## config.mk

```make
export PLATFORM = sky130hd
export DESIGN_NAME = date_validate_and_day_difference_flat
export DESIGN_NICKNAME = d
export VERILOG_FILES = /design/src/dvd_pkg.sv /design/src/dvd_in_if.sv /design/src/dvd_out_if.sv /design/src/dvd_decode.sv /design/src/dvd_day_count.sv /design/src/date_validate_and_day_difference.sv /design/src/flat_wrapper.sv
export VERILOG_INCLUDE_DIRS = /design/src /design/src/src
export SDC_FILE = /design/constraint.sdc
export NUM_CORES = 1
export LEC_CHECK = 0
export ABC_CLOCK_PERIOD_IN_PS = 14600
export CELL_PAD_IN_SITES_DETAIL_PLACEMENT = 1
export CELL_PAD_IN_SITES_GLOBAL_PLACEMENT = 2
export CORE_MARGIN = 4
export CORE_UTILIZATION = 45
export DETAILED_ROUTE_END_ITERATION = 16
export DONT_BUFFER_PORTS = 1
export HOLD_SLACK_MARGIN = 0.02
export PLACE_DENSITY = 0.89
export SLEW_MARGIN = 30
export SYNTH_ARGS = -nofsm -noshare
export SYNTH_HDL_FRONTEND = slang
export SYNTH_SLANG_ARGS = --single-unit
```

## constraint.sdc

```tcl
create_clock -name clk -period 14.6 [get_ports clk]
set_clock_uncertainty 0.15 [all_clocks]
set_input_delay 4.38 -clock clk [delete_from_list [all_inputs] [get_ports clk]]
set_output_delay 4.38 -clock clk [all_outputs]
set_load 0.05 [all_outputs]
```

## src/date_validate_and_day_difference_defines.svh

```systemverilog
// assertion macros shared by the date check rtl
`ifndef DATE_VALIDATE_AND_DAY_DIFFERENCE_DEFINES_SVH
`define DATE_VALIDATE_AND_DAY_DIFFERENCE_DEFINES_SVH

// property that must hold at every clock edge out of reset
`define DVD_ASSERT(label, prop) \
    label: assert property (@(posedge clk) disable iff (!rst_n) prop) \
        else $error("date check assertion failed");

// property whose consequent must hold in the cycle after its antecedent
`define DVD_ASSERT_NEXT(label, ante, cons) \
    label: assert property (@(posedge clk) disable iff (!rst_n) (ante) |=> (cons)) \
        else $error("date check assertion failed");

`endif

```

## src/dvd_pkg.sv

```systemverilog
// types, constants and calendar tables for the date check block
`timescale 1ns / 1ps

package dvd_pkg;

    localparam int DAY_NUM_W = 22;
    localparam int YEAR_W    = 14;

    localparam logic [7:0] CHAR_DASH = 8'h2D;
    localparam logic [7:0] CHAR_ZERO = 8'h30;
    localparam logic [7:0] CHAR_NINE = 8'h39;

    localparam logic [8:0] DAYS_PER_YEAR = 9'd365;

    // decoded date handed from the decode stage to the day count stage
    typedef struct packed {
        logic              ok;
        logic [YEAR_W-1:0] year;
        logic [3:0]        month;
        logic [4:0]        day;
        logic              leap;
        logic [6:0]        ceil100;
        logic [4:0]        ceil400;
    } dvd_date_t;

    // two ascii digits to a value
    function automatic logic [6:0] two_digit(input logic [3:0] tens, input logic [3:0] units);
        return 7'(7'(tens) * 7'd10) + 7'(units);
    endfunction

    // length of a month, month in 1..12
    function automatic logic [4:0] month_len(input logic [3:0] month, input logic leap);
        logic [4:0] len;
        unique case (month)
            4'd1, 4'd3, 4'd5, 4'd7, 4'd8, 4'd10, 4'd12: len = 5'd31;
            4'd4, 4'd6, 4'd9, 4'd11:                    len = 5'd30;
            4'd2:                                       len = leap ? 5'd29 : 5'd28;
            default:                                    len = 5'd0;
        endcase
        return len;
    endfunction

    // days in the months before this one, common year
    function automatic logic [8:0] days_before(input logic [3:0] month);
        logic [8:0] days;
        unique case (month)
            4'd1:    days = 9'd0;
            4'd2:    days = 9'd31;
            4'd3:    days = 9'd59;
            4'd4:    days = 9'd90;
            4'd5:    days = 9'd120;
            4'd6:    days = 9'd151;
            4'd7:    days = 9'd181;
            4'd8:    days = 9'd212;
            4'd9:    days = 9'd243;
            4'd10:   days = 9'd273;
            4'd11:   days = 9'd304;
            4'd12:   days = 9'd334;
            default: days = 9'd0;
        endcase
        return days;
    endfunction

endpackage

```

## src/dvd_in_if.sv

```systemverilog
// channel carrying one pair of date strings
`timescale 1ns / 1ps

interface dvd_in_if;
    logic        valid;
    logic        ready;
    logic [63:0] first_text_high;
    logic [15:0] first_text_low;
    logic [63:0] second_text_high;
    logic [15:0] second_text_low;

    modport source (
        output valid, first_text_high, first_text_low, second_text_high, second_text_low,
        input  ready
    );

    modport sink (
        input  valid, first_text_high, first_text_low, second_text_high, second_text_low,
        output ready
    );
endinterface

```

## src/dvd_out_if.sv

```systemverilog
// channel carrying validity, day numbers and their distance
`timescale 1ns / 1ps

interface dvd_out_if;
    logic        valid;
    logic        ready;
    logic        first_valid;
    logic        second_valid;
    logic [21:0] first_day_number;
    logic [21:0] second_day_number;
    logic [21:0] days_apart;

    modport source (
        output valid, first_valid, second_valid, first_day_number, second_day_number,
               days_apart,
        input  ready
    );

    modport sink (
        input  valid, first_valid, second_valid, first_day_number, second_day_number,
               days_apart,
        output ready
    );
endinterface

```

## src/dvd_decode.sv

```systemverilog
// decode stage: checks one dd-mm-yyyy string and registers its fields
`timescale 1ns / 1ps

module dvd_decode (
    input  logic               clk,
    input  logic               en,
    input  logic [63:0]        text_high,
    input  logic [15:0]        text_low,
    output dvd_pkg::dvd_date_t date
);
    import dvd_pkg::*;

    logic [7:0]  chr [10];
    logic [3:0]  dig [10];
    logic [9:0]  is_digit;
    logic        format_ok;
    logic [6:0]  day_raw;
    logic [6:0]  month_raw;
    logic [6:0]  century;
    logic [6:0]  yy;
    logic        month_ok;
    logic        leap;
    logic [4:0]  dim;
    logic        day_ok;
    dvd_date_t   date_next;
    dvd_date_t   date_reg;

    // split into characters, first character in the top byte
    always_comb
    begin
        for (int i = 0; i < 8; i++)
        begin
            chr[i] = text_high[63 - 8*i -: 8];
        end
        chr[8] = text_low[15:8];
        chr[9] = text_low[7:0];
        for (int i = 0; i < 10; i++)
        begin
            is_digit[i] = (chr[i] >= CHAR_ZERO) && (chr[i] <= CHAR_NINE);
            dig[i]      = chr[i][3:0];
        end
    end

    // dashes at places two and five, digits elsewhere
    assign format_ok = (chr[2] == CHAR_DASH) && (chr[5] == CHAR_DASH)
                     && is_digit[0] && is_digit[1] && is_digit[3] && is_digit[4]
                     && is_digit[6] && is_digit[7] && is_digit[8] && is_digit[9];

    // field values
    assign day_raw   = two_digit(dig[0], dig[1]);
    assign month_raw = two_digit(dig[3], dig[4]);
    assign century   = two_digit(dig[6], dig[7]);
    assign yy        = two_digit(dig[8], dig[9]);

    // leap year from the century and year-of-century parts
    assign leap = ((yy != 7'd0) && (yy[1:0] == 2'd0))
               || ((yy == 7'd0) && (century[1:0] == 2'd0));

    // range checks
    assign month_ok = (month_raw >= 7'd1) && (month_raw <= 7'd12);
    assign dim      = month_len(month_raw[3:0], leap);
    assign day_ok   = (day_raw >= 7'd1) && (day_raw <= 7'(dim));

    // fields for the day count, with the year divisions already rounded up
    always_comb
    begin
        date_next.ok      = format_ok && month_ok && day_ok;
        date_next.year    = YEAR_W'(YEAR_W'(century) * YEAR_W'(100)) + YEAR_W'(yy);
        date_next.month   = month_raw[3:0];
        date_next.day     = day_raw[4:0];
        date_next.leap    = leap;
        date_next.ceil100 = century + 7'(yy != 7'd0);
        date_next.ceil400 = 5'(century[6:2])
                          + 5'((yy != 7'd0) || (century[1:0] != 2'd0));
    end

    always_ff @(posedge clk)
    begin
        if (en)
        begin
            date_reg <= date_next;
        end
    end

    assign date = date_reg;

endmodule

```

## src/dvd_day_count.sv

```systemverilog
// day count stage: turns a decoded date into its day number
`timescale 1ns / 1ps

module dvd_day_count (
    input  logic                          clk,
    input  logic                          en,
    input  dvd_pkg::dvd_date_t            date,
    output logic                          ok,
    output logic [dvd_pkg::DAY_NUM_W-1:0] day_num
);
    import dvd_pkg::*;

    logic [YEAR_W:0]    year_p3;
    logic [DAY_NUM_W-1:0] year_days;
    logic [DAY_NUM_W-1:0] total;
    logic [DAY_NUM_W-1:0] day_num_next;
    logic [DAY_NUM_W-1:0] day_num_reg;
    logic                 ok_reg;

    // whole years before this one, leap days counted in closed form
    assign year_p3   = {1'b0, date.year} + (YEAR_W+1)'(3);
    assign year_days = DAY_NUM_W'(date.year) * DAY_NUM_W'(DAYS_PER_YEAR);

    // add months before this one and the day itself
    assign total = year_days
                 + DAY_NUM_W'(year_p3[YEAR_W:2])
                 + DAY_NUM_W'(date.ceil400)
                 - DAY_NUM_W'(date.ceil100)
                 + DAY_NUM_W'(days_before(date.month))
                 + DAY_NUM_W'(date.leap && (date.month > 4'd2))
                 + DAY_NUM_W'(date.day);

    assign day_num_next = date.ok ? total : '0;

    always_ff @(posedge clk)
    begin
        if (en)
        begin
            day_num_reg <= day_num_next;
            ok_reg      <= date.ok;
        end
    end

    assign ok      = ok_reg;
    assign day_num = day_num_reg;

endmodule

```

## src/date_validate_and_day_difference.sv

```systemverilog
// top level: validates two dd-mm-yyyy dates and gives day numbers and distance
// a result is shown once its transaction has moved through all four register stages
// throughput: one transaction per cycle unless result.ready stalls, four register stages with per-stage flow control
// stages: input register, character decode, day count, distance and result register
// reset: asynchronous active low, clears every stage valid; payload registers are not reset
`timescale 1ns / 1ps
`include "date_validate_and_day_difference_defines.svh"

module date_validate_and_day_difference (
    input  logic clk,
    input  logic rst_n,
    dvd_in_if.sink    dates,
    dvd_out_if.source result
);
    import dvd_pkg::*;

    logic a_valid_reg, a_valid_next;
    logic b_valid_reg, b_valid_next;
    logic c_valid_reg, c_valid_next;
    logic d_valid_reg, d_valid_next;
    logic a_ready, b_ready, c_ready, d_ready;

    logic [63:0] a_first_high_reg;
    logic [15:0] a_first_low_reg;
    logic [63:0] a_second_high_reg;
    logic [15:0] a_second_low_reg;

    dvd_date_t first_date;
    dvd_date_t second_date;

    logic                 first_ok, second_ok;
    logic [DAY_NUM_W-1:0] first_num, second_num;

    logic                 d_first_ok_reg, d_second_ok_reg;
    logic [DAY_NUM_W-1:0] d_first_num_reg, d_second_num_reg;
    logic [DAY_NUM_W-1:0] d_apart_reg, d_apart_next;

    // a stage loads when it is empty or its contents move on
    assign d_ready     = !d_valid_reg || result.ready;
    assign c_ready     = !c_valid_reg || d_ready;
    assign b_ready     = !b_valid_reg || c_ready;
    assign a_ready     = !a_valid_reg || b_ready;
    assign dates.ready = a_ready;

    always_comb
    begin
        a_valid_next = a_ready ? dates.valid : a_valid_reg;
        b_valid_next = b_ready ? a_valid_reg : b_valid_reg;
        c_valid_next = c_ready ? b_valid_reg : c_valid_reg;
        d_valid_next = d_ready ? c_valid_reg : d_valid_reg;
    end

    always_ff @(posedge clk or negedge rst_n)
    begin
        if (!rst_n)
        begin
            a_valid_reg <= 1'b0;
            b_valid_reg <= 1'b0;
            c_valid_reg <= 1'b0;
            d_valid_reg <= 1'b0;
        end
        else
        begin
            a_valid_reg <= a_valid_next;
            b_valid_reg <= b_valid_next;
            c_valid_reg <= c_valid_next;
            d_valid_reg <= d_valid_next;
        end
    end

    // input register
    always_ff @(posedge clk)
    begin
        if (a_ready)
        begin
            a_first_high_reg  <= dates.first_text_high;
            a_first_low_reg   <= dates.first_text_low;
            a_second_high_reg <= dates.second_text_high;
            a_second_low_reg  <= dates.second_text_low;
        end
    end

    // character decode, one per date
    dvd_decode u_decode_first (
        .clk       (clk),
        .en        (b_ready),
        .text_high (a_first_high_reg),
        .text_low  (a_first_low_reg),
        .date      (first_date)
    );

    dvd_decode u_decode_second (
        .clk       (clk),
        .en        (b_ready),
        .text_high (a_second_high_reg),
        .text_low  (a_second_low_reg),
        .date      (second_date)
    );

    // day count, one per date
    dvd_day_count u_count_first (
        .clk     (clk),
        .en      (c_ready),
        .date    (first_date),
        .ok      (first_ok),
        .day_num (first_num)
    );

    dvd_day_count u_count_second (
        .clk     (clk),
        .en      (c_ready),
        .date    (second_date),
        .ok      (second_ok),
        .day_num (second_num)
    );

    // distance between the two day numbers
    always_comb
    begin
        if (!(first_ok && second_ok))
        begin
            d_apart_next = '0;
        end
        else if (first_num >= second_num)
        begin
            d_apart_next = first_num - second_num;
        end
        else
        begin
            d_apart_next = second_num - first_num;
        end
    end

    // result register
    always_ff @(posedge clk)
    begin
        if (d_ready)
        begin
            d_first_ok_reg   <= first_ok;
            d_second_ok_reg  <= second_ok;
            d_first_num_reg  <= first_num;
            d_second_num_reg <= second_num;
            d_apart_reg      <= d_apart_next;
        end
    end

    assign result.valid             = d_valid_reg;
    assign result.first_valid       = d_first_ok_reg;
    assign result.second_valid      = d_second_ok_reg;
    assign result.first_day_number  = d_first_num_reg;
    assign result.second_day_number = d_second_num_reg;
    assign result.days_apart        = d_apart_reg;

    // checks
    `DVD_ASSERT_NEXT(a_take_fills_input, dates.valid && dates.ready, a_valid_reg)
    `DVD_ASSERT(a_first_zero, (result.valid && !result.first_valid) |-> (result.first_day_number == '0))
    `DVD_ASSERT(a_second_zero, (result.valid && !result.second_valid) |-> (result.second_day_number == '0))
    `DVD_ASSERT(a_apart_zero, (result.valid && !(result.first_valid && result.second_valid)) |-> (result.days_apart == '0))
    `DVD_ASSERT(a_apart_bound, (result.valid && result.first_valid && result.second_valid) |-> ((result.days_apart <= result.first_day_number) || (result.days_apart <= result.second_day_number)))

endmodule
```

## src/flat_wrapper.sv

```systemverilog
// flat-port wrapper written by rule: the top's interface ports become plain ports
module date_validate_and_day_difference_flat import dvd_pkg::*;
  (clk, rst_n, dates_valid, dates_first_text_high, dates_first_text_low, dates_second_text_high, dates_second_text_low, dates_ready, result_valid, result_first_valid, result_second_valid, result_first_day_number, result_second_day_number, result_days_apart, result_ready);
  dvd_in_if dates_i ();
  dvd_out_if result_i ();
  input  logic clk;
  input  logic rst_n;
  input wire logic [$bits(dates_i.valid)-1:0] dates_valid;
  input wire logic [$bits(dates_i.first_text_high)-1:0] dates_first_text_high;
  input wire logic [$bits(dates_i.first_text_low)-1:0] dates_first_text_low;
  input wire logic [$bits(dates_i.second_text_high)-1:0] dates_second_text_high;
  input wire logic [$bits(dates_i.second_text_low)-1:0] dates_second_text_low;
  output wire logic [$bits(dates_i.ready)-1:0] dates_ready;
  output wire logic [$bits(result_i.valid)-1:0] result_valid;
  output wire logic [$bits(result_i.first_valid)-1:0] result_first_valid;
  output wire logic [$bits(result_i.second_valid)-1:0] result_second_valid;
  output wire logic [$bits(result_i.first_day_number)-1:0] result_first_day_number;
  output wire logic [$bits(result_i.second_day_number)-1:0] result_second_day_number;
  output wire logic [$bits(result_i.days_apart)-1:0] result_days_apart;
  input wire logic [$bits(result_i.ready)-1:0] result_ready;
  assign dates_i.valid = dates_valid;
  assign dates_i.first_text_high = dates_first_text_high;
  assign dates_i.first_text_low = dates_first_text_low;
  assign dates_i.second_text_high = dates_second_text_high;
  assign dates_i.second_text_low = dates_second_text_low;
  assign dates_ready = dates_i.ready;
  assign result_valid = result_i.valid;
  assign result_first_valid = result_i.first_valid;
  assign result_second_valid = result_i.second_valid;
  assign result_first_day_number = result_i.first_day_number;
  assign result_second_day_number = result_i.second_day_number;
  assign result_days_apart = result_i.days_apart;
  assign result_i.ready = result_ready;
  date_validate_and_day_difference u_core (.clk(clk), .rst_n(rst_n), .dates(dates_i), .result(result_i));
endmodule
```

==> flow_summary.ini <==
[global_route]
grt_util_met3_pct = 4.59
antenna_found_initial = 2
globalRouteMet1Util_pct = 26.4
grt_max_degree = 85
met2_usage_pct = 33.9
track_usage_pct = 20.3
grt_overflow = 0
first_global_vias = 19000
grt_pass1_wl_mm = 106
busiest_layer = met2

[timing]
relSlewSlack_pct = 38.8
tightest_slew_ns = 0.919
rsz0062_at_grt = false
fmax_mhz = 98.4
setup_tns_ns = 0
fin_crit_ns = 10.16
maxSlewViolCount = 0
period_share_pct = 69.6
report.final.hold_viol_count = 0
setup_viol = 0

[setup_path]
crit_path_max_fanout = 5
slowest_stage = nand4_1
cpLargestDelayFamily = simple AND/OR/NAND/NOR gates
arrival_ns = 5.63
critPathKind = in2out
end_kind = output pin
crit_chain = nor2b_1 > nand4_1
required_ns = 10.07
slowest_delay_ns = 0.79
cp-start-kind = primary input
crit_buf_inv = 0

[yosys]
synth_top_family_by_area = adder cells
synthCells = 2354
synthAdderAreaFrac_pct = 32.8
synthArstFlopShare_pct = 1.08
synth-seq-cells = 370
synth_xor_area_share_pct = 4.72
synthDistinctLibCells = 87
syn-mean-instance-area_um2 = 11.8
synth_edf_count = 348
synthMuxAreaShare_pct = 1.02
synth-compound-area-share_pct = 8.47
synthSimpleGateAreaFrac_pct = 7.92
synth_seq_area_share_pct = 39.2
syn_nets = 3123
synthFlopType = edfxtp_1
syn_area_um2 = 27900
yosys_warnings = 0

[clocking]
postCtsSetupBuffers = 0
worstSkewPairLatency_ns = 0.58
root_buffer = clkbuf_16
cts_buffers = 42
cts_hold_buf = 0
numClockSinks = 370
htree_levels = 2
cts_tree = done
path_clk_slew_ns = 0.05
cts_buffer_depth = 3
cts_resized = 0

[min_path]
min_path_type = reg2reg

[detailed_routing]
totalWireLength_mm = 66.5
drtPass1Iterations = 5
drt_iter0_drc = 664
postRouteAntennaNets = 0
drc = 0
avgViaCountPerCell = 5.38
num_vias = 17200
wire_per_inst_um = 20.8

[placement]
dp_hpwl_mm = 55.0
gp_congestion = 0.914
io_buffers = 0

[die]
die_w_um = 257
die_height_um = 257
fp.coreArea_um2 = 60800
dieArea_um2 = 66000
pin_count = 234
num_rows = 90
start_util_pct = 45.8

[layout]
nFillCells = 6330
multi_input_area_um2 = 15300
ff_latch_area_um2 = 10900
num-nets-final = 3145
drive_gt1_share_pct = 4.44
area_growth_pct = 8.47

[outcome]
status = finished clean

[job]
drv_cap = 0
per-layer routing:
layer	wire length [µm]	vias up	share of wire, %
met5	0	-	0
met4	2070	0	3.1
met3	3670	90	5.5
met2	31400	358	47
met1	29400	8566	44
li1	-	8167	-
synthesized netlist by cell type, types with 4 or more instances:
cell       instances  area share [%]
nor3_1            36            0.65
dfxtp_1           18             1.3
a211oi_1          12            0.32
dfrtp_1            4            0.36
or4_1              4            0.11
nor2_1           106             1.4
and2_1            11            0.25
nor2b_1           26            0.58
o211ai_1          11            0.30
nor4b_1            8            0.25
o21ai_0           73             1.3
and3_1             8            0.18
nand2b_1          18            0.40
a21o_1            45             1.2
buf_4             13            0.35
edfxtp_1         348              37
fa_1             208              15
clkbuf_1           6           0.081
or3_1             11            0.25
mux2_2             6            0.24
inv_1            390             5.3
nor4bb_1           6            0.22
a211o_1            7            0.22
a31oi_1            8            0.18
o21bai_1          12            0.32
a21oi_1          110             2.0
o2111ai_1          7            0.22
o31ai_1            4            0.11
nand2_1           98             1.3
nor4_1            15            0.34
xor2_1            49             1.5
nand3_1           39            0.70
mux2i_1           18            0.65
ha_1             397              18
o21a_1            19            0.51
nand3b_1           4            0.11
nand4_1           22            0.49
buf_2              6            0.11
xnor2_1           96             3.0
cell type report:
type	instances	area share (%)
clock buffer	52	3.77
tap	782	3.24
multi-input combinational	1564	50.7
sequential	370	36.1
timing repair buffer	6	0.161
antenna	1	0.00828
clock inverter	24	1.19
inverter	392	4.87
cell usage in the layout (no fill, tap or decap), drive strengths merged, types with 49 or more instances in the layout:
cell,count
o21ai,77
xnor2,96
clkbuf,52
xor2,49
edfxtp,348
inv,391
nor2,108
nand2,100
fa,208
a21oi,110
ha,397
final timing paths:
path                            cells after the start                               from  slack, ns                             endpoint
worst max-delay path                                2                       result_ready       4.44                          dates_ready
worst min-delay path                                0  u_core.u_count_second.day_num[21]       0.33  u_core.result.second_day_number[21]
worst min register to register                      0  u_core.u_count_second.day_num[21]       0.33  u_core.result.second_day_number[21]
max in group asynchronous                           0                              rst_n      10.89                  u_core.result.valid
min in group asynchronous                           0                              rst_n       3.34                   u_core.a_valid_reg
worst max register to register                     24    u_core.u_decode_second.date[23]       7.06    u_core.u_count_second.day_num[21]
metrics by stage:
step | std cells | area [µm²] | hold slack, ns | utilization (%) | setup WS, ns
finish | 3191 | 30200 | 0.327 | 49.7 | 4.44
detailed placement | 3114 | 28700 | 0.316 | 47.2 | 4.42
global placement | 3114 | 28700 | 0.303 | 47.2 | 4.46
CTS | 3190 | 30200 | 0.330 | 49.7 | 4.38
global route | 3190 | 30200 | 0.348 | 49.7 | 4.32
floorplan | 2354 | 27900 | 0.276 | - | 0.651
logic make-up after synthesis:
logic type,after synthesis
AOI/OAI and AO/OA,354
xor gates and xnor gates,147
adders and majority gates,605
buffers and inverters,420
DFF,370
muxes,26
and+or+nand+nor,432
Power is not shown: default switching activity piles up to over one toggle a cycle in this logic, so the estimate is an artifact.
